### config.mk
export PLATFORM = sky130hd
export DESIGN_NAME = ckc_front
export DESIGN_NICKNAME = d
export VERILOG_FILES = /design/src/rtl/ckc_pkg.sv /design/src/rtl/ckc_front.sv
export SDC_FILE = /design/constraint.sdc
export NUM_CORES = 2
export LEC_CHECK = 0
export BUFFER_PORTS_ARGS = -buffer_cell sky130_fd_sc_hd__buf_2
export CAP_MARGIN = 20
export CORE_ASPECT_RATIO = 1.25
export CORE_MARGIN = 3
export CORE_UTILIZATION = 35
export CTS_CLUSTER_SIZE = 30
export DETAILED_ROUTE_END_ITERATION = 16
export GPL_ROUTABILITY_DRIVEN = 0
export PLACE_DENSITY = 0.58
export SETUP_SLACK_MARGIN = 0.15
export SLEW_MARGIN = 0
export SYNTH_ARGS = -nofsm -noshare
export SYNTH_HDL_FRONTEND = slang
export SYNTH_SLANG_ARGS = --single-unit
### constraint.sdc
create_clock -name clk -period 8.65 [get_ports clk]
set_input_delay 1.73 -clock clk [delete_from_list [all_inputs] [get_ports clk]]
set_output_delay 1.73 -clock clk [all_outputs]
set_load 0.03 [all_outputs]
### src/rtl/ckc_pkg.sv
`timescale 1ns / 1ps
// Shared types and constants of the RGB color key classifier.
package ckc_pkg;

  localparam int LEVEL_W    = 8;
  localparam int GAIN_W     = 16;
  localparam int THR_W      = 9;
  localparam int CFG_IDX_W  = 3;
  localparam int CFG_DATA_W = 16;

  localparam int NODE_COUNT = 16;
  localparam int NODE_W     = 4;
  localparam int NODE_OFS   = (255 + NODE_COUNT) / (2 * NODE_COUNT);

  localparam int SQ_W       = 16;   // one squared channel difference, max 255^2
  localparam int SUM_W      = 18;   // sum of three squares
  localparam int LHS_W      = 34;   // 65025 * sum, and trial^2 * sref
  localparam int ROOT_W     = 8;    // bits of the square root search

  localparam int FRONT_STAGES = 5;
  localparam int PIPE_STAGES  = FRONT_STAGES + 2 * ROOT_W;

  localparam logic [SQ_W-1:0]    FULL_SCALE_SQ = 16'd65025;
  localparam logic [LEVEL_W-1:0] LEVEL_MAX     = 8'd255;
  localparam logic [LEVEL_W-1:0] DIST_TOP      = 8'd254;
  localparam int RAMP_BASE = 100;
  localparam int RAMP_SPAN = 50;
  localparam int RAMP_W    = 6;

  localparam logic [GAIN_W-1:0] GAIN_RESET = 16'd256;
  localparam logic [THR_W-1:0]  THR_RESET  = 9'd128;

  typedef enum logic [CFG_IDX_W-1:0] {
    REG_MIN_LEVEL    = 3'd0,
    REG_GAIN_Q8      = 3'd1,
    REG_REF_RED      = 3'd2,
    REG_REF_GREEN    = 3'd3,
    REG_REF_BLUE     = 3'd4,
    REG_THRESHOLD_Q8 = 3'd5
  } cfg_reg_t;

  typedef struct packed {
    logic [LEVEL_W-1:0] min_level;
    logic [GAIN_W-1:0]  gain_q8;
    logic [LEVEL_W-1:0] ref_red;
    logic [LEVEL_W-1:0] ref_green;
    logic [LEVEL_W-1:0] ref_blue;
    logic [THR_W-1:0]   threshold_q8;
  } cfg_t;

  typedef struct packed {
    logic [LEVEL_W-1:0] red;
    logic [LEVEL_W-1:0] green;
    logic [LEVEL_W-1:0] blue;
  } pix_t;

  typedef struct packed {
    logic [LEVEL_W-1:0] distance_level;
    logic [LEVEL_W-1:0] mask_level;
  } res_t;

endpackage

### src/rtl/ckc_front.sv
`timescale 1ns / 1ps
// Pixel normalization, node quantization and squared distance front pipeline.
module ckc_front import ckc_pkg::*; (
  input  logic             clk,
  input  logic             rst_n,
  input  cfg_t             cfg,
  input  logic             in_valid,
  input  pix_t             in_pix,
  output logic             out_valid,
  output logic [LHS_W-1:0] out_lhs,
  output logic [SUM_W-1:0] sref
);

  localparam int PROD_W = GAIN_W + LEVEL_W + 2;

  logic [LEVEL_W-1:0]       lvl [3];
  logic [LEVEL_W-1:0]       key_lvl [3];
  logic [FRONT_STAGES-1:0]  vld_r;
  logic signed [PROD_W-1:0] prod_r [3];
  logic signed [LEVEL_W:0]  diff_r [3];
  logic [SQ_W-1:0]          sq_r [3];
  logic [SUM_W-1:0]         sum_r;
  logic [LHS_W-1:0]         lhs_r;
  logic [SUM_W-1:0]         sref_r;
  logic [SUM_W-1:0]         sum_nxt;
  logic [LHS_W-1:0]         lhs_nxt;
  logic [SUM_W-1:0]         sref_nxt;

  assign lvl[0]     = in_pix.red;
  assign lvl[1]     = in_pix.green;
  assign lvl[2]     = in_pix.blue;
  assign key_lvl[0] = cfg.ref_red;
  assign key_lvl[1] = cfg.ref_green;
  assign key_lvl[2] = cfg.ref_blue;

  for (genvar ch = 0; ch < 3; ch++) begin : g_chan
    logic signed [LEVEL_W:0]  d_nxt;
    logic signed [PROD_W-1:0] prod_nxt;
    logic signed [PROD_W-1:0] q_ofs;
    logic [LEVEL_W-1:0]       sat;
    logic [NODE_W-1:0]        node;
    logic [LEVEL_W-1:0]       color;
    logic signed [LEVEL_W:0]  diff_nxt;
    logic signed [2*LEVEL_W+1:0] csq;
    logic [SQ_W-1:0]          sq_nxt;

    always_comb begin
      d_nxt    = $signed({1'b0, lvl[ch]}) - $signed({1'b0, cfg.min_level});
      prod_nxt = $signed({1'b0, cfg.gain_q8}) * d_nxt;
    end

    // arithmetic shift floors negative products
    always_comb begin
      q_ofs = (prod_r[ch] >>> 8) + PROD_W'(NODE_OFS);
      if (q_ofs < 0) begin
        sat = '0;
      end else if (q_ofs > $signed({{(PROD_W-LEVEL_W){1'b0}}, LEVEL_MAX})) begin
        sat = LEVEL_MAX;
      end else begin
        sat = q_ofs[LEVEL_W-1:0];
      end
      node     = sat[LEVEL_W-1 -: NODE_W];
      color    = LEVEL_W'(node) * LEVEL_W'(NODE_COUNT - 1);
      diff_nxt = $signed({1'b0, color}) - $signed({1'b0, key_lvl[ch]});
    end

    always_comb begin
      csq    = diff_r[ch] * diff_r[ch];
      sq_nxt = csq[SQ_W-1:0];
    end

    always_ff @(posedge clk) begin
      prod_r[ch] <= prod_nxt;
      diff_r[ch] <= diff_nxt;
      sq_r[ch]   <= sq_nxt;
    end
  end

  always_comb begin
    sum_nxt  = SUM_W'(sq_r[0]) + SUM_W'(sq_r[1]) + SUM_W'(sq_r[2]);
    lhs_nxt  = LHS_W'(sum_r) * LHS_W'(FULL_SCALE_SQ);
    sref_nxt = SUM_W'(cfg.ref_red)   * SUM_W'(cfg.ref_red)
             + SUM_W'(cfg.ref_green) * SUM_W'(cfg.ref_green)
             + SUM_W'(cfg.ref_blue)  * SUM_W'(cfg.ref_blue);
  end

  always_ff @(posedge clk) begin
    sum_r  <= sum_nxt;
    lhs_r  <= lhs_nxt;
    sref_r <= sref_nxt;
  end

  always_ff @(posedge clk) begin
    if (!rst_n) begin
      vld_r <= '0;
    end else begin
      vld_r <= {vld_r[FRONT_STAGES-2:0], in_valid};
    end
  end

  assign out_valid = vld_r[FRONT_STAGES-1];
  assign out_lhs   = lhs_r;
  assign sref      = sref_r;

endmodule

# Word level (Yosys, flattened, before mapping)
# Memories as Yosys holds them, arrays and structs flattened.
# Index checks and enable logic that the tools add are counted.
dict set report classes {
  n_mul 13
  order_cmp 6
  addsub 13
  mux 6
}
# operator n
set ops {}
lappend ops {{multiplier 17 x 9 -> 26 bit} 3}
lappend ops {{adder 18 x 5 -> 19 bit, second input constant} 3}
lappend ops {{greater-than comparator 19 x 9 -> 1 bit, second input constant} 3}
lappend ops {{less-than comparator 19 x 1 -> 1 bit, second input constant} 3}
lappend ops {{subtractor 8 x 8 -> 9 bit} 6}
lappend ops {{multiplier 8 x 8 -> 16 bit} 3}
lappend ops {{multiplier 9 x 9 -> 16 bit} 3}
lappend ops {{2-to-1 mux 8 bit} 6}
lappend ops {{adder 17 x 16 -> 18 bit} 2}
lappend ops {{adder 16 x 16 -> 17 bit} 2}
lappend ops {{multiplier 18 x 16 -> 34 bit, second input constant} 1}
lappend ops {{multiplier 4 x 4 -> 8 bit, second input constant} 3}
dict set report word_totals {
  mem_bits_rw 153
  inputBits 84
  n_memories 3
  register_bits 75
  wordCells 45
}
# name depth word_bits read_ports rd_ports_with_merged_regs wr line
set memory_table {}
lappend memory_table {prod_r 3 26 3 0 3 ckc_front.sv:19} ;# logic signed [PROD_W-1:0] prod_r [3];
lappend memory_table {sq_r 3 16 3 0 3 ckc_front.sv:21} ;# logic [SQ_W-1:0] sq_r [3];
lappend memory_table {diff_r 3 9 3 0 3 ckc_front.sv:20} ;# logic signed [LEVEL_W:0] diff_r [3];

# Depth between registers and ports, before layout
dict set report depth {
  word_depth 6
  mapped_depth 30
  ltp_nobuf 29
}

# Worst setup path after synthesis
# No wires, ideal clock.
dict set report synth_timing {
  kind {input -> register}
  startpoint {input cfg[50] (netlist name)}
  endpoint {memory prod_r[0][51] (netlist name)}
  stages 27
  setup_slack_ns 0.648
  required_time_ns 8.530
  arrival_time_ns 7.882
  setup_time_ns 0.120
  cell_sequence {inv_1 > ha_1 > nor2b_1 > o21ai_1 > a21boi_0 > o21ai_0 > a21boi_1 > o21ai_0 > a21boi_1 > or3b_2 > fa_1 > fa_1 > inv_1 > fa_1 > fa_1 > inv_1 > fa_1 > inv_1 > ha_1 > and2_1 > nand4_1 > a21oi_2 > a2bb2oi_2 > a2111oi_2 > nor3_1 > nor3_2 > xnor2_1}
}
# element line
set synth_rtl {}
lappend synth_rtl {{start: declaration} ckc_front.sv:6} ;# input cfg_t cfg,
lappend synth_rtl {{end: declaration} ckc_front.sv:19}

==> impl_metrics.py <==
metrics = {
    "clocking": {
        "cts.htree.levels": 1,
        "cts.root.buffer_cell": "sky130_fd_sc_hd__clkbuf_16",
        "cts_buffers": 25,
        "cts_tree": "yes",
        "clock_latency_ps": 570,
        "number_of_sinks_driven_by_the_clock_tree": 201,
        "clock_path_buffers": 3,
        "cts.clk_slew.worst_paths_ps": 60,
    },
    "final_layout": {
        "final_net_count": 5433,
        "area_delta_synth_final_pct": 8.82,
        "fillCellCount": 11000,
        "finish.cell_count_without_fillers": 5517,
        "post_route_cells_drive_above_1_share_pct": 7.07,
        "final_design_area_no_fill_sq_mm": 0.0416,
    },
    "sta": {
        "rsz0062_at_grt": "false",
        "period_share_pct": 92.9,
        "actual_slew_at_the_worst_max_slew_pin_ps": 919,
        "post_route_hold_slack_ps": 424,
        "report.final.setup_viol": 0,
        "finalHoldViolations": 0,
        "final-max-slew-violation-count": 0,
        "fin_worst_skew_ps": 15.0,
        "max_freq_mhz": 124,
        "finalWorstSetupSlack_ps": 615,
        "post-route-min-period_ps": 8040,
        "timing.max_slew.rel_slack_pct": 38.1,
    },
    "worst_setup_path": {
        "timing.critical_path.to_type": "flop",
        "cp_num_buf_inv": 7,
        "startpoint_type": "input port",
        "crit_required_ps": 9140,
        "critical_path_class": "input port to flop",
        "max_stage_delay_ps": 550,
        "cp_slowest_cell": "sky130_fd_sc_hd__fa_1",
        "critical_path_arrival_ps": 8520,
        "critPathMaxFanout": 5,
        "most_common_cell_type_on_the_critical_path": "sky130_fd_sc_hd__fa_1",
        "cp_top_family": "adder cells",
    },
    "grt": {
        "grt_first_pass_wirelength_um": 140000,
        "grt_overflow_total": 0,
        "initial_antenna_violation_count": 2,
        "number_of_global_route_vias_before_repair": 27700,
        "pin_count_of_the_biggest_net_entering_global_routing": 28,
        "gr-usage-all-layers_pct": 15.2,
    },
    "routing": {
        "ant_nets": 0,
        "detail_route.wl_per_cell_um": 15.0,
        "detail_route.wirelength_um": 82700,
        "dr_total_vias": 25700,
        "firstDrtPassIters": 5,
        "drt_drc_violations_left": 0,
        "detail_route.iter0.violations": 949,
        "post_drt_via_cell_ratio": 4.66,
    },
    "logic_synthesis": {
        "synth.yosys.warnings": 0,
        "synth-main-ff-cell": "sky130_fd_sc_hd__dfxtp_1",
        "synth.avg_cell_area_sq_um": 9.70,
        "asyncSetResetFlopFracSynth_pct": 0,
        "synth-seq-cells": 201,
        "number_of_different_library_cells_in_the_post_synthesis_netlist": 85,
        "syn-instance-count": 3943,
        "total_standard_cell_area_after_synthesis_sq_mm": 0.0382,
        "seq_area_frac_synth_pct": 10.5,
        "synth-edff-count": 0,
    },
    "floorplan": {
        "core_sq_mm": 0.108,
        "die_h_um": 375,
        "floorplan.io_pins": 137,
        "start_util_pct": 35.5,
        "fp.dieArea_sq_mm": 0.113,
        "floorplan.rows": 134,
        "floorplan.die.width_um": 302,
    },
    "placed_design": {
        "place.detailed.instances": 5470,
        "placement.setup.worst_slack_ps": -32.3,
        "detailed_place.area_sq_mm": 0.0408,
        "place_hpwl_um": 69500,
        "placement.io_buffers": 127,
    },
    "run_status": {
        "run_status": "complete, no violations",
    },
    "run": {
        "max_cap_viol_count": 0,
    },
    "hold_path": {
        "holdCritPathClass": "flop to flop",
    },
}
metrics by stage:
| step | utilization [%] | setup TNS [ps] |
|---|---|---|
| floorplan | - | 0 |
| global placement | 37.9 | 0 |
| detailed placement | 37.9 | -32.3 |
| CTS | 38.6 | 0 |
| global route | 38.6 | 0 |
| finish | 38.6 | 0 |
cell families (layout without fill, tap and decap cells):
group | Yosys count | count (layout) | synth area share (%)
flops | 201 | 201 | 10.5
mux | 6 | 6 | 0.170
fa+ha+maj | 1280 | 1280 | 55.7
simple gates | 985 | 985 | 14.0
other cells | 1 | 4 | 0.00981
buf+inv | 939 | 1082 | 9.23
compound gates | 332 | 332 | 5.80
xor+xnor | 199 | 199 | 4.56
synthesized netlist by cell type, drive strengths merged, types with 63 or more instances:
cell type  instances  share of area [%]
inv              850                8.3
fa               701                 37
ha               579                 19
and2             287                4.7
dfxtp            201                 11
nand2            195                1.9
nor2             166                1.6
xnor2            152                3.5
nand2b           107                1.8
a21oi            101                1.4
clkbuf            82               0.81
o21ai             63               0.83
worst reg2reg max path: cells and delay by family (launching register included):
kind	cells	cell delay (ps)
compound gates	7	1630
xor+xnor	1	130
fa+ha+maj	7	2960
buf+inv	2	150
flops	1	530
metal layers:
layer / part of all wire [%] / global-route usage [%]
met1: 42 / 18.4
met2: 52 / 28.6
met3: 3.5 / 1.66
met4: 2.5 / 3.88
met5: 0.016 / 0
worst paths after layout:
| check | from | end | slack [ps] | cells after the start |
|---|---|---|---|---|
| max | cfg[50] | prod_r[0][50]$_DFF_P_ | 610 | 29 |
| min | vld_r[2]$_SDFF_PN0_ | vld_r[3]$_SDFF_PN0_ | 420 | 1 |
| max reg2reg | sum_r[3]$_DFF_P_ | out_lhs[32]$_DFF_P_ | 3190 | 17 |
| min reg2reg | vld_r[2]$_SDFF_PN0_ | vld_r[3]$_SDFF_PN0_ | 420 | 1 |
cell type report:
| type | instances | area [sq um] | share of cell area [%] |
|---|---|---|---|
| clock buffers | 32 | 692 | 1.66 |
| repair buffers | 185 | 1070 | 2.57 |
| inverters | 851 | 3190 | 7.68 |
| well taps | 1428 | 1790 | 4.30 |
| flip-flops and latches | 201 | 4020 | 9.67 |
| clock inverters | 14 | 146 | 0.352 |
| multi-input cells | 2805 | 30700 | 73.8 |
| diodes | 1 | 2.50 | 0.00602 |
state kept, by name, summed over array words and instances, names as in the netlist:
signal	count
diff_r	27
out_lhs	34
prod_r	54
sq_r	45
sref	18
sum_r	18
vld_r	5
timing repair:
action / in CTS / in global routing
setup endpoints to repair: 0 / 1
resized for setup: 0 / 1
buffers inserted: 0 / 0
hold buffers: 0 / 0
hold endpoints to repair: 0 / 0
placed cells by master (no fill, tap or decap), drive strengths merged, types with 18 or more instances in the layout:
master  synthesis  final
nor3b          43     43
fa            701    701
and3           19     19
buf             6    185
nor2b          30     30
clkbuf         82     32
o21bai         29     29
nand2         195    195
a21oi         101    101
ha            579    579
nand3          26     26
nor3           38     38
inv           850    853
dfxtp         201    201
nand2b        107    107
nor2          166    166
a21o           39     39
or2            18     18
and2          287    287
a21boi         20     20
xnor2         152    152
xor2           47     47
o21ai          63     63
Power is left out: the tool's default activity adds up to more than one toggle a clock period on the data nets, which glitch-free logic cannot reach.
