**src/rtl/ckc_pkg.sv**
```systemverilog
`timescale 1ns / 1ps
// Shared types and constants of the RGB color key classifier.
package ckc_pkg;

  localparam int LEVEL_W    = 8;
  localparam int GAIN_W     = 16;
  localparam int THR_W      = 9;
  localparam int CFG_IDX_W  = 3;
  localparam int CFG_DATA_W = 16;

  localparam int NODE_COUNT = 16;
  localparam int NODE_W     = 4;
  localparam int NODE_OFS   = (255 + NODE_COUNT) / (2 * NODE_COUNT);

  localparam int SQ_W       = 16;   // one squared channel difference, max 255^2
  localparam int SUM_W      = 18;   // sum of three squares
  localparam int LHS_W      = 34;   // 65025 * sum, and trial^2 * sref
  localparam int ROOT_W     = 8;    // bits of the square root search

  localparam int FRONT_STAGES = 5;
  localparam int PIPE_STAGES  = FRONT_STAGES + 2 * ROOT_W;

  localparam logic [SQ_W-1:0]    FULL_SCALE_SQ = 16'd65025;
  localparam logic [LEVEL_W-1:0] LEVEL_MAX     = 8'd255;
  localparam logic [LEVEL_W-1:0] DIST_TOP      = 8'd254;
  localparam int RAMP_BASE = 100;
  localparam int RAMP_SPAN = 50;
  localparam int RAMP_W    = 6;

  localparam logic [GAIN_W-1:0] GAIN_RESET = 16'd256;
  localparam logic [THR_W-1:0]  THR_RESET  = 9'd128;

  typedef enum logic [CFG_IDX_W-1:0] {
    REG_MIN_LEVEL    = 3'd0,
    REG_GAIN_Q8      = 3'd1,
    REG_REF_RED      = 3'd2,
    REG_REF_GREEN    = 3'd3,
    REG_REF_BLUE     = 3'd4,
    REG_THRESHOLD_Q8 = 3'd5
  } cfg_reg_t;

  typedef struct packed {
    logic [LEVEL_W-1:0] min_level;
    logic [GAIN_W-1:0]  gain_q8;
    logic [LEVEL_W-1:0] ref_red;
    logic [LEVEL_W-1:0] ref_green;
    logic [LEVEL_W-1:0] ref_blue;
    logic [THR_W-1:0]   threshold_q8;
  } cfg_t;

  typedef struct packed {
    logic [LEVEL_W-1:0] red;
    logic [LEVEL_W-1:0] green;
    logic [LEVEL_W-1:0] blue;
  } pix_t;

  typedef struct packed {
    logic [LEVEL_W-1:0] distance_level;
    logic [LEVEL_W-1:0] mask_level;
  } res_t;

endpackage

```
**src/rtl/ckc_root.sv**
```systemverilog
`timescale 1ns / 1ps
// Pipelined square root search, similarity byte and threshold mask.
module ckc_root import ckc_pkg::*; (
  input  logic             clk,
  input  logic             rst_n,
  input  logic             in_valid,
  input  logic [LHS_W-1:0] in_lhs,
  input  logic [SUM_W-1:0] sref,
  input  logic [THR_W-1:0] threshold_q8,
  output logic             out_valid,
  output res_t             out_res
);

  localparam int LAST  = ROOT_W - 1;
  localparam int CMP_W = RAMP_W + 9;

  logic [ROOT_W-1:0] a_vld_r;
  logic [ROOT_W-1:0] b_vld_r;
  logic [ROOT_W-1:0] a_m_r   [ROOT_W];
  logic [SQ_W-1:0]   a_msq_r [ROOT_W];
  logic [SQ_W-1:0]   a_tsq_r [ROOT_W];
  logic [LHS_W-1:0]  a_prod_r[ROOT_W];
  logic [LHS_W-1:0]  a_lhs_r [ROOT_W];
  logic [ROOT_W-1:0] b_m_r   [ROOT_W];
  logic [SQ_W-1:0]   b_msq_r [ROOT_W];
  logic [LHS_W-1:0]  b_lhs_r [ROOT_W];

  // Each bit takes two stages: trial square times sref, then compare.
  // b_m_r ends as the largest m with m*m*sref < lhs.
  for (genvar i = 0; i < ROOT_W; i++) begin : g_bit
    localparam int K = ROOT_W - 1 - i;
    logic [ROOT_W-1:0] m_in;
    logic [SQ_W-1:0]   msq_in;
    logic [LHS_W-1:0]  lhs_in;
    logic              vld_in;
    logic [SQ_W-1:0]   tsq_nxt;
    logic [LHS_W-1:0]  prod_nxt;
    logic              hit;
    logic [ROOT_W-1:0] m_nxt;
    logic [SQ_W-1:0]   msq_nxt;

    if (i == 0) begin : g_first
      assign m_in   = '0;
      assign msq_in = '0;
      assign lhs_in = in_lhs;
      assign vld_in = in_valid;
    end else begin : g_next
      assign m_in   = b_m_r[i-1];
      assign msq_in = b_msq_r[i-1];
      assign lhs_in = b_lhs_r[i-1];
      assign vld_in = b_vld_r[i-1];
    end

    // (m + 2^K)^2 = m^2 + m*2^(K+1) + 2^(2K)
    always_comb begin
      tsq_nxt  = msq_in + (SQ_W'(m_in) << (K + 1)) + (SQ_W'(1) << (2 * K));
      prod_nxt = LHS_W'(tsq_nxt) * LHS_W'(sref);
    end

    always_comb begin
      hit     = a_prod_r[i] < a_lhs_r[i];
      m_nxt   = hit ? (a_m_r[i] | (ROOT_W'(1) << K)) : a_m_r[i];
      msq_nxt = hit ? a_tsq_r[i] : a_msq_r[i];
    end

    always_ff @(posedge clk) begin
      a_m_r[i]    <= m_in;
      a_msq_r[i]  <= msq_in;
      a_tsq_r[i]  <= tsq_nxt;
      a_prod_r[i] <= prod_nxt;
      a_lhs_r[i]  <= lhs_in;
      b_m_r[i]    <= m_nxt;
      b_msq_r[i]  <= msq_nxt;
      b_lhs_r[i]  <= a_lhs_r[i];
    end

    always_ff @(posedge clk) begin
      if (!rst_n) begin
        a_vld_r[i] <= 1'b0;
        b_vld_r[i] <= 1'b0;
      end else begin
        a_vld_r[i] <= vld_in;
        b_vld_r[i] <= a_vld_r[i];
      end
    end
  end

  logic [LEVEL_W-1:0] m_fin;
  logic [LEVEL_W-1:0] simil;
  logic [LEVEL_W-1:0] over;
  logic [RAMP_W-1:0]  ramp;
  logic [CMP_W-1:0]   ramp_sc;
  logic [CMP_W-1:0]   thr_sc;

  // least m is one above the search result; none found in range gives zero
  always_comb begin
    m_fin = b_m_r[LAST];
    if (sref == '0) begin
      simil = '0;
    end else if (b_lhs_r[LAST] == '0) begin
      simil = LEVEL_MAX;
    end else if (m_fin == LEVEL_MAX) begin
      simil = '0;
    end else begin
      simil = DIST_TOP - m_fin;
    end
  end

  always_comb begin
    if (simil > LEVEL_W'(RAMP_BASE)) begin
      over = simil - LEVEL_W'(RAMP_BASE);
    end else begin
      over = '0;
    end
    if (over > LEVEL_W'(RAMP_SPAN)) begin
      ramp = RAMP_W'(RAMP_SPAN);
    end else begin
      ramp = over[RAMP_W-1:0];
    end
    ramp_sc = {1'b0, ramp, 8'h00};
    thr_sc  = CMP_W'(RAMP_SPAN) * CMP_W'(threshold_q8);
  end

  assign out_valid              = b_vld_r[LAST];
  assign out_res.distance_level = simil;
  assign out_res.mask_level     = (ramp_sc >= thr_sc) ? LEVEL_MAX : '0;

endmodule

```
**config.mk**
```make
export PLATFORM = sky130hd
export DESIGN_NAME = ckc_root
export DESIGN_NICKNAME = d
export VERILOG_FILES = /design/src/rtl/ckc_pkg.sv /design/src/rtl/ckc_root.sv
export SDC_FILE = /design/constraint.sdc
export NUM_CORES = 2
export LEC_CHECK = 0
export CORE_UTILIZATION = 58
export CTS_CLUSTER_DIAMETER = 60
export DETAILED_ROUTE_END_ITERATION = 8
export DONT_BUFFER_PORTS = 1
export PLACE_DENSITY_LB_ADDON = 0.05
export RECOVER_POWER = 25
export SLEW_MARGIN = 0
export SYNTH_ARGS = -nofsm -noshare
export SYNTH_HDL_FRONTEND = slang
export SYNTH_SLANG_ARGS = --single-unit
```
**constraint.sdc**
```tcl
create_clock -name clk -period 8.5 [get_ports clk]
set_input_delay 0.85 -clock clk [delete_from_list [all_inputs] [get_ports clk]]
set_output_delay 0.85 -clock clk [all_outputs]
set_load 0.1 [all_outputs]
```
* After elaboration in Yosys (flattened, before gate mapping)
Memories as Yosys holds them, arrays and structs flattened.
Index checks and enable logic that the tools add are counted.
** Operators by class
- Reduce and logical (&&, ||, !) cells :: 2
- Multiplexer cells :: 22
- Add/subtract/negate cells :: 16
- Order comparisons :: 11
- Multipliers :: 8
- Equal/unequal tests :: 1
** Operators by type and width (number)
- 34-bit < comparator :: 8
- 16-bit by 18-bit multiplier with 34-bit output :: 7
- 16-bit 2-to-1 mux :: 8
- 8-bit 2-to-1 mux :: 6
- 34-bit logical NOT :: 1
- 18-bit logical NOT :: 1
- 16-bit by 1-bit adder with 16-bit output (second input constant) :: 1
- 16-bit by 10-bit adder with 16-bit output :: 1
- 16-bit by 11-bit adder with 16-bit output :: 1
- 16-bit by 11-bit adder with 16-bit output (second input constant) :: 1
- 16-bit by 12-bit adder with 16-bit output :: 1
- 16-bit by 13-bit adder with 16-bit output :: 1
- 16-bit by 13-bit adder with 16-bit output (second input constant) :: 1
- 16-bit by 14-bit adder with 16-bit output :: 1
- 16-bit by 15-bit adder with 16-bit output :: 1
- 16-bit by 3-bit adder with 16-bit output (second input constant) :: 1
- 16-bit by 5-bit adder with 16-bit output (second input constant) :: 1
- 16-bit by 7-bit adder with 16-bit output (second input constant) :: 1
- 16-bit by 9-bit adder with 16-bit output :: 1
- 16-bit by 9-bit adder with 16-bit output (second input constant) :: 1
- 14-bit by 15-bit >= comparator with 1-bit output :: 1
- 5-bit by 9-bit multiplier with 14-bit output (first input constant) :: 1
- 6-bit 2-to-1 mux :: 2
- 8-bit equality test (second input constant) :: 1
- other kinds (10) :: 10
** Storage, ports and cells
- Memories kept :: 8
- Bits in writable memories :: 1328
- Register bits after elaboration :: 16
- Input bits :: 64
** Memories
- a_lhs_r :: words 8, bits a word 34, read ports 8, clocked after memory_dff 0, wr ports 8, line ckc_root.sv:23 : logic [LHS_W-1:0] a_lhs_r [ROOT_W];
- a_prod_r :: words 8, bits a word 34, read ports 8, clocked after memory_dff 0, wr ports 8, line ckc_root.sv:22 : logic [LHS_W-1:0] a_prod_r[ROOT_W];
- b_lhs_r :: words 8, bits a word 34, read ports 8, clocked after memory_dff 0, wr ports 8, line ckc_root.sv:26 : logic [LHS_W-1:0] b_lhs_r [ROOT_W];
- a_msq_r :: words 8, bits a word 16, read ports 8, clocked after memory_dff 0, wr ports 8, line ckc_root.sv:20 : logic [SQ_W-1:0] a_msq_r [ROOT_W];
- a_tsq_r :: words 8, bits a word 16, read ports 8, clocked after memory_dff 0, wr ports 8, line ckc_root.sv:21 : logic [SQ_W-1:0] a_tsq_r [ROOT_W];
- b_msq_r :: words 8, bits a word 16, read ports 7, clocked after memory_dff 0, wr ports 8, line ckc_root.sv:25 : logic [SQ_W-1:0] b_msq_r [ROOT_W];
- +2 memories

* Longest topological paths before layout
An unclocked memory read counts as a cell.
- Depth in word-level cells :: 11
- Mapped depth :: 33

* Least setup slack after synthesis
Ideal clock, no wire load.
- Kind :: input port to output port
- From :: input port sref[13]
- To :: output port out_res[1] in the netlist's numbering
- Setup slack :: -0.115 ns
- Cell stages on the path :: 24
- Data arrival time :: 7.765 ns
- Path buffers :: 2
- Cells stage by stage :: clkbuf_1 > nor4_1 > nand3_1 > nor4_2 > a21oi_1 > inv_1 > ha_1 > inv_1 > o21ai_0 > or2_2 > a31o_2 > a21oi_1 > or3b_1 > nor2b_1 > ha_1 > a41o_1 > a21o_1 > a21oi_1 > nor2b_1 > o21ai_0 > nand2b_1 > a21oi_1 > a31oi_1 > buf_4
** RTL lines
- start, declared :: line ckc_root.sv:8 : input logic [SUM_W-1:0] sref,
- end, declared :: line ckc_root.sv:11 : output res_t out_res

==> flow_summary.json <==
{
  "final_nets": 8265,
  "critPathMaxStageDelay_ns": 0.65,
  "ys.flop_type": "dfxtp_1",
  "cts_tree": "done",
  "avgSynthCellArea_um2": 10.30,
  "critPathKind": "reg -> reg",
  "cts_sinks": 951,
  "grt_pass1_wl_mm": 239.7,
  "start_kind": "flop",
  "via_per_inst": 5.288,
  "synthTopCellsByCount": "inv_1 (1160), ha_1 (1023), dfxtp_1 (951)",
  "yosys.area_share.adder_pct": 43.11,
  "max_cap_violations": 0,
  "dr.first_iter.drc_count": 1665,
  "synth_cell_types": 75,
  "syn_inst": 6396,
  "max_freq_mhz": 124.7,
  "clkTransAtPathRegs_ns": 0.06,
  "gp_congestion": 0.9272,
  "rsz0062_at_grt": "no",
  "cts_buffers": 108,
  "die_w_um": 339.1,
  "hold_class": "in -> reg",
  "hold_violations": 0,
  "crit_top_cell": "fa_1",
  "die_area_mm2": 0.1150,
  "worst_clock_skew_ns": 0.07294,
  "worst_pin_slew_ns": 1.239,
  "clock-root-buffer": "clkbuf_16",
  "antenna_found_initial": 3,
  "fin_tns_setup_ns": 0,
  "fin_cells": 7990,
  "synth.cell_area_mm2": 0.06591,
  "routed_wl_mm": 149.4,
  "status": "finished, final reports clean",
  "grt_overflow": 0,
  "drc": 0,
  "place_hpwl_mm": 113.6,
  "yosys.cell_count.top_type": "inv_1",
  "synth_area_leader_cell": "dfxtp_1",
  "crit_family": "adder cells",
  "first_global_vias": 45630,
  "grt_start_max_net_pins": 66,
  "yosys.area_share.simple_pct": 11.18,
  "cp.required_ns": 9.07,
  "cp-end-kind": "flop",
  "synth_compound_area_share_pct": 5.790,
  "drive_gt1_share_pct": 5.055,
  "grtUsageTotal_pct": 26.80,
  "start_util_pct": 58.58,
  "fin_crit_ns": 8.019,
  "yosysWarnings": 0,
  "via_count": 42250,
  "setup-violations-final": 0,
  "async_reset_ff_share_pct": 0,
  "seq_area_frac_synth_pct": 28.89,
  "crit_slowest_cell": "xnor2_1",
  "hold_slack_ns": 0.1446,
  "crit_fanout": 10,
  "syn_nets": 8263,
  "placementRows": 123,
  "worstPathBufferInverterCount": 3,
  "finalCritPeriodShare_pct": 94.34,
  "wl_per_cell_um": 18.69,
  "io_buffers": 0,
  "num-fill-cells": 9269,
  "synth_top_area_share_pct": 28.89,
  "synth_xor_area_share_pct": 2.707,
  "core_area_mm2": 0.1125,
  "die_h_um": 339.1,
  "clkLatencyLatePin_ns": 0.73,
  "io_pins": 81,
  "dr.pass1.iters": 5,
  "synth_top_family_by_area": "adder cells",
  "netlist_top_cells_area": "dfxtp_1 (29%), fa_1 (24%), ha_1 (19%)",
  "muxShareOfSynthArea_pct": 0.6474,
  "placed_cells": 7788,
  "crit_arrival_ns": 8.59,
  "drv_slew": 0,
  "synth_edf_count": 0,
  "ant_nets": 0,
  "maxSlewHeadroom_pct": 17.47,
  "cts_htree_levels": 3,
  "syn_to_final_growth_pct": 8.524,
  "clockBufferDepth": 3,
  "ys_ff_latch": 951
}
-- cells by family (layout without fill, tap and decap cells) --
group | Yosys count | count (layout)
DFF | 951 | 951
adders and majority gates | 1803 | 1803
buffers and inverters | 1339 | 1431
muxes | 38 | 38
AOI/OAI and AO/OA | 585 | 585
xor gates and xnor gates | 202 | 202
and+or+nand+nor | 1478 | 1478
other | 0 | 2
-- area by class of cell --
class	count	area, um2	area share (%)
Inverter	1167	4380	6.124
Timing Repair Buffer	64	505.5	0.7067
Clock buffer	141	2967	4.148
Tap cell	1500	1877	2.624
Antenna cell	2	5.005	0.006997
Multi-Input combinational cell	4106	41910	58.59
Clock inverter	59	843.3	1.179
Sequential cell	951	19040	26.62
-- registers in the layout, summed over array words and instances (netlist names), 28 cells and up --
register  cells
a_msq_r      36
b_msq_r      49
a_lhs_r     272
b_m_r        36
b_lhs_r     272
a_m_r        28
a_tsq_r      42
a_prod_r    200
-- per-stage QoR --
step	worst slack [ns]	instance area [um2]	utilization, %
floorplan	0.6372	65910	-
global placement	0.6745	67700	60.18
detailed placement	0.5751	67700	60.18
CTS	0.4875	71510	63.57
global route	0.003382	71520	63.57
finish	0.4814	71520	63.58
-- cell usage in the layout (no fill, tap or decap), drive strengths merged, types with 32 or more instances in the layout --
| cell type | n |
|---|---|
| xor2 | 53 |
| nand3 | 50 |
| buf | 64 |
| dfxtp | 951 |
| nor2 | 180 |
| inv | 1176 |
| and2 | 471 |
| fa | 780 |
| clkinv | 32 |
| a21oi | 190 |
| a21o | 110 |
| nand2 | 548 |
| xnor2 | 149 |
| nand4 | 37 |
| o21ai | 90 |
| o21a | 32 |
| ha | 1023 |
| clkbuf | 141 |
| mux2 | 37 |
| nor3 | 37 |
-- per-layer routing --
layer / GRT usage [%] / vias to the layer above / wire [um]
met5: 0 / - / 0
met2: 49.54 / 799 / 76960
met4: 10.24 / 0 / 5385
met3: 2.877 / 289 / 5747
met1: 31.69 / 20990 / 61280
li1: - / 20180 / -
-- what timing repair did --
action | in CTS | in global routing
resized for setup | 0 | 1
setup endpoints to repair | 0 | 1
buffers inserted | 0 | 0
hold buffers | 0 | 0
-- path summary, 6_finish.rpt --
path	startpoint	end	slack [ns]	depth (start not counted)
max	b_m_r[1][19]	a_prod_r[1][134]	0.48	28
min	in_lhs[11]	a_lhs_r[0][11]	0.14	0
max reg2reg	b_m_r[1][19]	a_prod_r[1][134]	0.48	28
min reg2reg	a_lhs_r[5][33]	b_lhs_r[1][67]	0.32	0
Power is left out: the tool's default activity adds up to more than one toggle a clock period on the data nets, which glitch-free logic cannot reach.
