$ cat src/rtl/ckc_pkg.sv
`timescale 1ns / 1ps
// Shared types and constants of the RGB color key classifier.
package ckc_pkg;

  localparam int LEVEL_W    = 8;
  localparam int GAIN_W     = 16;
  localparam int THR_W      = 9;
  localparam int CFG_IDX_W  = 3;
  localparam int CFG_DATA_W = 16;

  localparam int NODE_COUNT = 16;
  localparam int NODE_W     = 4;
  localparam int NODE_OFS   = (255 + NODE_COUNT) / (2 * NODE_COUNT);

  localparam int SQ_W       = 16;   // one squared channel difference, max 255^2
  localparam int SUM_W      = 18;   // sum of three squares
  localparam int LHS_W      = 34;   // 65025 * sum, and trial^2 * sref
  localparam int ROOT_W     = 8;    // bits of the square root search

  localparam int FRONT_STAGES = 5;
  localparam int PIPE_STAGES  = FRONT_STAGES + 2 * ROOT_W;

  localparam logic [SQ_W-1:0]    FULL_SCALE_SQ = 16'd65025;
  localparam logic [LEVEL_W-1:0] LEVEL_MAX     = 8'd255;
  localparam logic [LEVEL_W-1:0] DIST_TOP      = 8'd254;
  localparam int RAMP_BASE = 100;
  localparam int RAMP_SPAN = 50;
  localparam int RAMP_W    = 6;

  localparam logic [GAIN_W-1:0] GAIN_RESET = 16'd256;
  localparam logic [THR_W-1:0]  THR_RESET  = 9'd128;

  typedef enum logic [CFG_IDX_W-1:0] {
    REG_MIN_LEVEL    = 3'd0,
    REG_GAIN_Q8      = 3'd1,
    REG_REF_RED      = 3'd2,
    REG_REF_GREEN    = 3'd3,
    REG_REF_BLUE     = 3'd4,
    REG_THRESHOLD_Q8 = 3'd5
  } cfg_reg_t;

  typedef struct packed {
    logic [LEVEL_W-1:0] min_level;
    logic [GAIN_W-1:0]  gain_q8;
    logic [LEVEL_W-1:0] ref_red;
    logic [LEVEL_W-1:0] ref_green;
    logic [LEVEL_W-1:0] ref_blue;
    logic [THR_W-1:0]   threshold_q8;
  } cfg_t;

  typedef struct packed {
    logic [LEVEL_W-1:0] red;
    logic [LEVEL_W-1:0] green;
    logic [LEVEL_W-1:0] blue;
  } pix_t;

  typedef struct packed {
    logic [LEVEL_W-1:0] distance_level;
    logic [LEVEL_W-1:0] mask_level;
  } res_t;

endpackage

$ cat src/rtl/ckc_ram.sv
`timescale 1ns / 1ps
// Generic simple dual port RAM with one write port and a registered read port.
module ckc_ram #(
  parameter int WIDTH = 16,
  parameter int DEPTH = 32
) (
  input  logic                     clk,
  input  logic                     we,
  input  logic [$clog2(DEPTH)-1:0] waddr,
  input  logic [WIDTH-1:0]         wdata,
  input  logic                     re,
  input  logic [$clog2(DEPTH)-1:0] raddr,
  output logic [WIDTH-1:0]         rdata
);

  logic [WIDTH-1:0] mem [DEPTH];

  always_ff @(posedge clk) begin
    if (we) begin
      mem[waddr] <= wdata;
    end
    if (re) begin
      rdata <= mem[raddr];
    end
  end

endmodule

$ cat src/rtl/ckc_fifo.sv
`timescale 1ns / 1ps
// RAM-based result queue with credit count and registered output stage.
module ckc_fifo import ckc_pkg::*; #(
  parameter int DEPTH = 32
) (
  input  logic clk,
  input  logic rst_n,
  input  logic accept,
  input  logic wr_en,
  input  res_t wr_data,
  output logic credit,
  output logic out_valid,
  input  logic out_ready,
  output res_t out_data
);

  localparam int AW = $clog2(DEPTH);
  localparam int CW = $clog2(DEPTH + 1);
  localparam int DW = $bits(res_t);

  logic [CW-1:0] occ_r, occ_nxt;          // items in the pipeline plus items in RAM
  logic [CW-1:0] ram_cnt_r, ram_cnt_nxt;
  logic [AW-1:0] wr_ptr_r, wr_ptr_nxt;
  logic [AW-1:0] rd_ptr_r, rd_ptr_nxt;
  logic          rd_vld_r, rd_vld_nxt;
  logic          out_vld_r, out_vld_nxt;
  res_t          out_data_r;
  logic [DW-1:0] ram_q;
  logic          rd_adv;
  logic          issue;

  ckc_ram #(
    .WIDTH (DW),
    .DEPTH (DEPTH)
  ) u_ram (
    .clk   (clk),
    .we    (wr_en),
    .waddr (wr_ptr_r),
    .wdata (wr_data),
    .re    (issue),
    .raddr (rd_ptr_r),
    .rdata (ram_q)
  );

  // RAM read data holds while not re-read, so it acts as a stage of its own
  always_comb begin
    rd_adv      = rd_vld_r && (!out_vld_r || out_ready);
    issue       = (ram_cnt_r != '0) && (!rd_vld_r || rd_adv);
    occ_nxt     = occ_r + CW'(accept) - CW'(issue);
    ram_cnt_nxt = ram_cnt_r + CW'(wr_en) - CW'(issue);
    wr_ptr_nxt  = wr_ptr_r;
    if (wr_en) begin
      wr_ptr_nxt = (wr_ptr_r == AW'(DEPTH - 1)) ? '0 : wr_ptr_r + 1'b1;
    end
    rd_ptr_nxt = rd_ptr_r;
    if (issue) begin
      rd_ptr_nxt = (rd_ptr_r == AW'(DEPTH - 1)) ? '0 : rd_ptr_r + 1'b1;
    end
    rd_vld_nxt = issue || (rd_vld_r && !rd_adv);
    if (rd_adv) begin
      out_vld_nxt = 1'b1;
    end else if (out_ready) begin
      out_vld_nxt = 1'b0;
    end else begin
      out_vld_nxt = out_vld_r;
    end
  end

  always_ff @(posedge clk) begin
    if (!rst_n) begin
      occ_r     <= '0;
      ram_cnt_r <= '0;
      wr_ptr_r  <= '0;
      rd_ptr_r  <= '0;
      rd_vld_r  <= 1'b0;
      out_vld_r <= 1'b0;
    end else begin
      occ_r     <= occ_nxt;
      ram_cnt_r <= ram_cnt_nxt;
      wr_ptr_r  <= wr_ptr_nxt;
      rd_ptr_r  <= rd_ptr_nxt;
      rd_vld_r  <= rd_vld_nxt;
      out_vld_r <= out_vld_nxt;
    end
  end

  always_ff @(posedge clk) begin
    if (rd_adv) begin
      out_data_r <= res_t'(ram_q);
    end
  end

  assign credit    = occ_r < CW'(DEPTH);
  assign out_valid = out_vld_r;
  assign out_data  = out_data_r;

`ifndef NO_ASSERTIONS
  a_no_overflow: assert property (@(posedge clk) disable iff (!rst_n)
    wr_en |-> (ram_cnt_r < CW'(DEPTH)))
    else $error("result written into a full queue");

  a_ram_in_credit: assert property (@(posedge clk) disable iff (!rst_n)
    ram_cnt_r <= occ_r)
    else $error("queue holds more results than credits taken");

  a_pipe_bound: assert property (@(posedge clk) disable iff (!rst_n)
    (int'(occ_r) - int'(ram_cnt_r)) <= PIPE_STAGES)
    else $error("more transactions in flight than pipeline stages");
`endif

endmodule

$ cat config.mk
export PLATFORM = sky130hd
export DESIGN_NAME = ckc_fifo
export DESIGN_NICKNAME = d
export VERILOG_FILES = /design/src/rtl/ckc_pkg.sv /design/src/rtl/ckc_ram.sv /design/src/rtl/ckc_fifo.sv
export SDC_FILE = /design/constraint.sdc
export NUM_CORES = 1
export LEC_CHECK = 0
export BUFFER_PORTS_ARGS = -buffer_cell sky130_fd_sc_hd__buf_2
export CORE_UTILIZATION = 30
export CTS_BUF_LIST = sky130_fd_sc_hd__clkbuf_4 sky130_fd_sc_hd__clkbuf_8
export CTS_CLUSTER_DIAMETER = 50
export CTS_CLUSTER_SIZE = 8
export DETAILED_ROUTE_END_ITERATION = 6
export GPL_TIMING_DRIVEN = 0
export PLACE_DENSITY = 0.46
export SETUP_SLACK_MARGIN = 0.2
export SLEW_MARGIN = 25
export SYNTH_ARGS = -nofsm -noshare
export SYNTH_HDL_FRONTEND = slang
export SYNTH_HIERARCHICAL = 1
export SYNTH_SLANG_ARGS = --single-unit
$ cat constraint.sdc
create_clock -name clk -period 9.4 [get_ports clk]
set_input_delay 0.47 -clock clk [delete_from_list [all_inputs] [get_ports clk]]
set_output_delay 0.47 -clock clk [all_outputs]
set_load 0.005 [all_outputs]
Word level (Yosys, flattened, before mapping):

Memory sizes are Yosys's and may differ from the RTL's. A register that Yosys moved wholly into a read port is not among the register bits.
Index checks and enable logic that the tools add are counted.

* bits in registers: 40
* RAM bits: 512
* output and inout bits: 18
* logic and storage cells: 35
* memories: 1

* add/sub/neg operators: 6
* magnitude comparators: 1
* eq/ne operators: 2
* multiplexer cells: 6
* reduce and logical (&&, ||, !) cells: 11

Memories
* u_ram.mem: words 32, bits a word 16, read ports 1, clocked after Yosys merged registers in 1, write ports 1, RTL line ckc_ram.sv:16 `logic [WIDTH-1:0] mem [DEPTH];`

Operator list (count)
* adder 6 x 1 -> 6 bit: 2
* subtractor 6 x 1 -> 6 bit: 2
* adder 5 x 1 -> 5 bit, second input constant: 2
* == test 5 bit, second input constant: 2
* two-way mux 5 bit: 2
* less-than comparator 6 bit, second input constant: 1
* nonzero test 6 bit: 1
* two-way mux 1 bit: 4
* logical AND 1 bit: 3
* zero test 1 bit: 3
* logical OR 1 bit: 3
* nonzero test 2 bit: 1

Longest topological paths before layout:

Gate-level depths: netlist of run 1.

* depth after elaboration: 6
* gate-level depth with buffers: 12
* depth with buffers taken out: 11

Hierarchy:

Netlist of run 1, hierarchy kept.

By module, submodules not included
* ckc_ram: instances 1, cells each 1143, area each 20696.1 µm², sequential area each 15855.2 µm²
* ckc_fifo: instances 1, cells each 174, area each 1915.6 µm², sequential area each 960.9 µm²

Worst setup path before layout of run 1:

No wires, ideal clock.

* path kind: reg-to-reg
* from: reg ram_cnt_r[2]
* to: reg occ_r[4]
* setup time: 0.072 ns
* arrival: 2.957 ns
* slack: 6.371 ns
* cell stages (with the launch flop): 13
* buffers on the path: 1
* cells stage by stage: dfxtp_1 -> inv_1 -> ha_1 -> nor4bb_1 -> buf_2 -> nor2_1 -> ha_1 -> inv_1 -> ha_1 -> fa_1 -> a21o_1 -> a21oi_1 -> mux2i_1

* cells in the longest elaborated chain, start to end: 3

Ends and longest elaborated chain
* from (decl): RTL line ckc_fifo.sv:22 `logic [CW-1:0] ram_cnt_r, ram_cnt_nxt;`
* from (signal assigned): RTL line ckc_fifo.sv:79 `ram_cnt_r <= ram_cnt_nxt;`
* nonzero test 6 bit: RTL line ckc_fifo.sv:48 `issue = (ram_cnt_r != '0) && (!rd_vld_r || rd_adv);`
* logical AND 1 bit: RTL line ckc_fifo.sv:48
* via issue: RTL line ckc_fifo.sv:30 `logic issue;`
* subtractor 6 x 1 -> 6 bit: RTL line ckc_fifo.sv:49 `occ_nxt = occ_r + CW'(accept) - CW'(issue);`
* to (signal assigned): RTL line ckc_fifo.sv:78 `occ_r <= occ_nxt;`
* to (decl): RTL line ckc_fifo.sv:21 `logic [CW-1:0] occ_r, occ_nxt;`

The timed path passes the listed nets, and every way through them passes these cells.
A chain may end at the register's enable or synchronous reset.

Worst setup path in the final report of run 1:

* from: reg ram_cnt_r[2]
* to: reg occ_r[5]

Same word-level chain as after synthesis.

==> summary.md, run 1 <==
| Metric | Value |
|---|---|
| Reg2Reg Setup Slack | 6.42 ns |
| Cell Pwr Density | 263 mW/mm² |
| Max Buffers Root-to-Sink | 3 |
| Seq/Total Area, Yosys | 74.4% |
| First-pass iteration count of the detailed router | 5 |
| Area delta synth->final | 15.0% |
| Bufs and invs on worst path | 3 |
| Gate Count Post-Synth | 1317 |
| CTS tree | yes |
| Clock buffer count from CTS | 85 |
| Vias | 12000 |
| Peak supply drop | 0.0000995 V |
| Synth top cells by count | edfxtp_1 (544), mux2i_1 (262), a22oi_1 (64) |
| Critical Path RT | 9.93 ns |
| Clk pin slew, worst setup/hold paths | 0.06 ns |
| Design Power | 6.85 mW |
| Iteration-0 DRC Markers | 893 |
| Fin area | 0.0260 mm² |
| Total grt overflow | 0 |
| Slowest cell delay on critical path | 0.57 ns |
| Setup crit start kind | flop |
| Initial antenna violation count | 2 |
| Cell Area, Synth | 0.0226 mm² |
| Rows | 100 |
| Yosys warnings | 6 |
| Max-Cap Viols | 0 |
| CTS Sinks | 568 |
| Final Hold Violating Endpoints | 0 |
| Area of the core | 0.0746 mm² |
| Die Ht | 277 µm |
| Tmin final | 2.98 ns |
| Fin. max-slew vios | 0 |
| CP Capture Type | flop |
| Worst Tran Pin Value | 0.883 ns |
| Final net count | 1512 |
| Total Die Area | 0.0765 mm² |
| Setup CP Type | reg -> reg |
| Hold buffer count at CTS | 0 |
| Fin util | 34.9% |
| Setup violators final | 0 |
| Cell breakdown of the critical path | inv_1, ha_1, nor4bb_1, buf_2, nor2_4, ha_1, inv_1, ha_1, a211oi_1, nor4_1, nand4bb_1 |
| # DRC | 0 |
| Starting Density | 30.3% |
| Post-synth EDFFs | 544 |
| Largest net degree at the start of global routing | 33 |
| Synth top area share | 72.2% |
| Crit path DAT | 3.52 ns |
| Wire per inst | 23.8 µm |
| Worst-Skew Late Latency | 0.68 ns |
| Reg2Reg Depth | 11 |
| Worst-path fanout max | 18 |
| Async set or reset register ratio after synthesis | 0% |
| Worst setup margin | 6.42 ns |
| Slowest CP cell | nor2_4 |
| Cell repeated most along the worst path | ha_1 |
| Hold path endpoint | rd_vld_r$_SDFF_PN0_ |
| Area leader, netlist | edfxtp_1 |
| Port-buffer cells | 38 |
| Root buf cell | clkbuf_8 |
| Tot GR Track Use | 15.4% |
| DP Wirelength | 38200 µm |
| Post-cts resize count | 0 |
| Share of cells above drive strength 1 | 18.7% |
| Final critical-path share of the clock period | 31.7% |
| Final ANT Viol Nets | 0 |
| Highest clock rate | 335 MHz |
| Status | complete, no violations |
| Dpl ws | 6.37 ns |
| Distinct cells, synth | 52 |
| I/O pin count | 39 |
| Setup TNS | 0 ns |
| Dpl cell area | 0.0245 mm² |
| Vias per std cell | 4.85 |
| Worst R2R End | occ_r[5]$_SDFF_PN0_ |
| Vias in the first global route | 12300 |
| First-pass GRT wire length | 84800 µm |
| Max-slew headroom | 41.2% |
| Fillers | 7147 |
| Final wirelength | 58900 µm |
| RePlAce Congestion | 0.759 |
| Synth top area cells | edfxtp_1 (72%), mux2i_1 (12%), dfxtp_1 (2.1%) |
| Worst Clk Skew | 0.0292 ns |
| Ys flop type | edfxtp_1 |
| Dominant cell by count in the synthesized netlist | edfxtp_1 |
| Worst reg2reg path startpoint | ram_cnt_r[2]$_SDFF_PN0_ |
| Die width | 277 µm |
| Worst hold path depth | 3 |
| RSZ-0062 raised after global routing | no |
| Syn_nets | 1358 |
| Setup Buffers After CTS | 0 |
| Crit path max-delay family | simple AND/OR/NAND/NOR gates |
| Htree depth | 3 |
| Hold Crit Start | out_ready |
| Worst Hold Class | in -> reg |
| Avg Cell Area, Syn | 17.2 µm² |
| Lkg Pwr | 8.63 nW |
| Number of synthesized register bits | 568 |
-- metrics by stage --
step           hold slack (ns)  std cells
6_report                 0.134       2477
2_1_floorplan            0.400       1317
4_1_cts                 0.0885       2473
5_1_grt                  0.112       2474
3_5_place_dp             0.407       2353
3_3_place_gp             0.406       2324
-- layout by cell type, fill, tap and decap left out, drive strengths merged, types with 4 or more instances in the layout --
master  count
a21oi      40
a22o       32
a22oi      64
a31oi      17
and2        5
buf       124
clkbuf    123
clkinv      7
dfxtp      24
diode       4
edfxtp    544
ha         18
inv        18
mux2i     262
nand2      37
nand2b      5
nand3      38
nand3b      8
nand4      16
nor2       49
nor3       16
o21ai       7
-- cells by family after synthesis --
family | count (synthesis) | synth area share, %
xor+xnor | 3 | 0.116
fa+ha+maj | 20 | 1.17
compound gates | 177 | 5.48
buf+inv | 90 | 2.79
flops | 568 | 74.4
mux | 262 | 11.6
simple gates | 197 | 4.47
-- per-layer routing --
layer	up-vias	wire length, µm	track usage, %	part of all wire, %
met1	6187	27400	21.1	47
met4	2	1170	4.10	2.0
li1	5501	-	-	-
met3	87	2440	2.98	4.1
met5	-	9	0	0.015
met2	243	27900	24.8	47
-- power by group --
part / internal [mW] / switching [mW]
clock: 0.984 / 0.920
combinational: 0.772 / 1.21
sequential: 2.92 / 0.0456
total: 4.68 / 2.17
-- sequential cells by signal, indices dropped and copies added, names as in the netlist --
signal,count
rd_ptr_r,5
u_ram/mem,512
rd_vld_r,1
out_data,16
out_valid,1
ram_cnt_r,6
u_ram/rdata,16
occ_r,6
wr_ptr_r,5
-- worst register-to-register path, delay by kind of cell (launching register included) --
family	cells	cell delay, ns
buffers and inverters	3	0.31
AO/OA/AOI/OAI	1	0.43
adder cells (fa/ha/maj)	3	0.75
AND/OR/NAND/NOR	4	1.02
flip-flops	1	0.34
-- how the worst max path moves through the flow --
stage,slack [ns],depth (start not counted),endpoint,start
floorplan,6.37,12,occ_r[4]$_SDFF_PN0_,ram_cnt_r[2]$_SDFF_PN0_
global placement,5.38,12,occ_r[4]$_SDFF_PN0_,ram_cnt_r[2]$_SDFF_PN0_
detailed placement,6.37,12,occ_r[4]$_SDFF_PN0_,ram_cnt_r[3]$_SDFF_PN0_
CTS,6.35,12,occ_r[4]$_SDFF_PN0_,ram_cnt_r[2]$_SDFF_PN0_
global route,6.17,12,occ_r[4]$_SDFF_PN0_,ram_cnt_r[2]$_SDFF_PN0_
finish,6.42,11,occ_r[5]$_SDFF_PN0_,ram_cnt_r[2]$_SDFF_PN0_
-- cell type report --
class	instances	area, µm²	area share, %
tap	969	1210	4.66
clock buffer	107	1360	5.23
multi-input combinational	659	5280	20.3
buffer	73	567	2.18
timing repair buffer	67	563	2.17
sequential	568	16800	64.7
inverter	17	63.8	0.245
antenna	4	10.0	0.0385
clock inverter	13	129	0.496
Power figures use the tool's default switching activity.
==> run 2: changes to the inputs <==
Settings changed: ABC_AREA from default to 1, PLACE_DENSITY 0.46 to 0.48.
Clock period 9.4 ns to 2.6 ns, I/O delays scaled along.
==> run 2 against run 1 <==
  * Via count increased by 28%
  * First-iteration DRC count rose by 51%
  * Clock power rose to 3.4 times the previous value
  * Non-clock buffer count is 28 higher
  * Worst setup slack got worse by 6.2 ns
  * Critical endpoint is now u_ram/mem[23][4]$_DFFE_PP_
  * Largest power group unchanged
==> summary.md, run 2 <==
| Metric | Value |
|---|---|
| Status | complete, no violations |
| Wire per inst | 21.9 µm |
| Syn_nets | 2048 |
| Final net count | 2191 |
| Number of synthesized register bits | 568 |
| Synth top cells by count | nand2_1 (758), edfxtp_1 (544), nand3_1 (406) |
| Distinct cells, synth | 31 |
| Register with the most flip-flops | u_ram/mem |
| Async set or reset register ratio after synthesis | 0% |
| Final Hold Violating Endpoints | 0 |
| Commonest non-fill, non-tap cells in the layout | nand2_1 (758), edfxtp_1 (544), nand3_1 (406) |
| Worst Clk Skew | 0.0349 ns |
| Final critical-path share of the clock period | 90.9% |
| Max Buffers Root-to-Sink | 3 |
| First-pass GRT wire length | 101000 µm |
| Die Ht | 281 µm |
| Htree depth | 3 |
| Setup CP Type | reg -> reg |
| First-pass iteration count of the detailed router | 5 |
| Die width | 281 µm |
| Ys flop type | edfxtp_1 |
| Tmin final | 2.36 ns |
| Final wirelength | 70300 µm |
| Worst Tran Pin Value | 0.940 ns |
| Total grt overflow | 0 |
| Clk pin slew, worst setup/hold paths | 0.07 ns |
| Fillers | 7657 |
| RSZ-0062 raised after global routing | yes |
| Cell Area, Synth | 0.0234 mm² |
| Most common cell after layout, fill and taps aside | nand2_1 |
| Final ANT Viol Nets | 0 |
| Lkg Pwr | 9.76 nW |
| Synth top area cells | edfxtp_1 (70%), nand2_1 (12%), nand3_1 (8.7%) |
| Starting Density | 30.5% |
| Area of the core | 0.0766 mm² |
| Clock buffer count from CTS | 83 |
| Seq/Total Area, Yosys | 71.9% |
| CTS Sinks | 568 |
| Max-Cap Viols | 0 |
| Fin area | 0.0267 mm² |
| Share of cells above drive strength 1 | 14.3% |
| Fin util | 34.9% |
| # DRC | 0 |
| Largest net degree at the start of global routing | 33 |
| Avg Cell Area, Syn | 11.6 µm² |
| Gate Count Post-Synth | 2007 |
| Dpl cell area | 0.0252 mm² |
| Max-slew headroom | 37.3% |
| RePlAce Congestion | 0.939 |
| Tot GR Track Use | 18.0% |
| Iteration-0 DRC Markers | 1344 |
| Peak supply drop | 0.000462 V |
| Vias per std cell | 4.79 |
| Critical Path RT | 2.90 ns |
| Fin. max-slew vios | 0 |
| Setup crit start kind | flop |
| Dominant cell by count in the synthesized netlist | nand2_1 |
| Root buf cell | clkbuf_8 |
| Vias in the first global route | 15000 |
| Worst-path fanout max | 16 |
| CP Capture Type | flop |
| I/O pin count | 39 |
| Setup violators final | 0 |
| Cell Pwr Density | 957 mW/mm² |
| Post-synth EDFFs | 544 |
| Highest clock rate | 423 MHz |
| Vias | 15400 |
| Yosys warnings | 6 |
| Worst-Skew Late Latency | 0.70 ns |
| Total Die Area | 0.0790 mm² |
| Area delta synth->final | 14.3% |
| CTS tree | yes |
| Worst Hold Class | in -> reg |
| DP Wirelength | 45100 µm |
| Rows | 101 |
| Port-buffer cells | 37 |
| Largest register FFs | 512 |
| Initial antenna violation count | 5 |
| Synth top area share | 69.9% |
| Area leader, netlist | edfxtp_1 |
| Crit path DAT | 2.66 ns |
| Setup TNS | 0 ns |
==> run 2: cell types whose count changed after synthesis, moves of 10 or more <==
| cell | previous run | this run |
|---|---|---|
| nand2_1 | 37 | 758 |
| nand3_1 | 38 | 406 |
| mux2i_1 | 262 | 0 |
| a22oi_1 | 64 | 0 |
| a22o_1 | 32 | 0 |
| inv_1 | 17 | 49 |
| a21oi_1 | 40 | 13 |
| buf_6 | 6 | 24 |
| a31oi_1 | 17 | 0 |
| nand4_1 | 16 | 1 |
| buf_2 | 21 | 34 |
| nor3_1 | 16 | 3 |
| buf_4 | 19 | 29 |
| nor2_1 | 48 | 58 |
==> run 2: cell type report <==
type	instances	area (µm²)	share of cell area, %
tap	1030	1290	4.82
inverter	52	213	0.796
timing repair buffer	58	408	1.53
antenna	4	10.0	0.0375
clock buffer	101	1290	4.83
multi-input combinational	1277	5830	21.8
sequential	568	16800	63.0
buffer	110	781	2.92
clock inverter	11	71.3	0.267
==> run 2: logic make-up after synthesis <==
family / Yosys count / share of synthesized area, %
AND/OR/NAND/NOR: 1236 / 22.3
XOR/XNOR: 1 / 0.0375
flip-flops: 568 / 71.9
buffers and inverters: 162 / 4.16
adder cells (fa/ha/maj): 20 / 1.13
AO/OA/AOI/OAI: 20 / 0.444
==> run 2: path summary, 6_finish.rpt <==
check	cells after the start	start	slack, ns	endpoint
max reg2reg	2	wr_ptr_r[0]$_SDFFE_PN0P_	0.24	u_ram/mem[23][4]$_DFFE_PP_
min	1	wr_data[15]	0.07	u_ram/mem[28][15]$_DFFE_PP_
max	2	wr_ptr_r[0]$_SDFFE_PN0P_	0.24	u_ram/mem[23][4]$_DFFE_PP_
min reg2reg	0	u_ram/rdata[3]$_DFFE_PP_	0.42	out_data[3]$_DFFE_PP_
==> run 2: stage by stage <==
stage | worst slack (ns) | instances | power (mW) | hold WS, ns
after floorplan | 0.289 | 2007 | 16.0 | 0.229
after global placement | -0.229 | 3074 | 19.0 | 0.413
after detailed placement | -0.0239 | 3082 | 19.1 | 0.405
after CTS | 0.144 | 3199 | 25.7 | 0.0220
after global routing | 0.169 | 3209 | 27.0 | 0.0377
final | 0.237 | 3211 | 25.6 | 0.0682
==> run 2: worst max-delay path, stage by stage, from the launching register on <==
cell,delay (ns)
dfxtp_1,0.47
nand3_1,0.67
nor2_4,0.84
==> run 2: repair_timing <==
item                                    in CTS  in global routing
buffers inserted                             1                  8
endpoints found under the setup margin      21                 44
endpoints found under the hold margin       24                  0
pin swaps                                    2                  5
gates resized for setup                      5                 24
hold buffers                                 4                  0
==> run 2: routing by layer <==
layer  part of all wire [%]  vias up  wire length (µm)  track usage (%)
li1                       -     7213                 -                -
met1                     42     7570             29600             23.4
met2                     48      481             34100             30.1
met3                    6.6      119              4630             3.59
met4                    2.8        0              1990             5.83
met5                      0        -                 0                0
==> run 2: report_power, final <==
group	leakage (nW)	switching, mW	internal (mW)
clock network	0.705	3.31	3.19
registers	5.13	0.171	10.6
logic	3.92	5.73	2.58
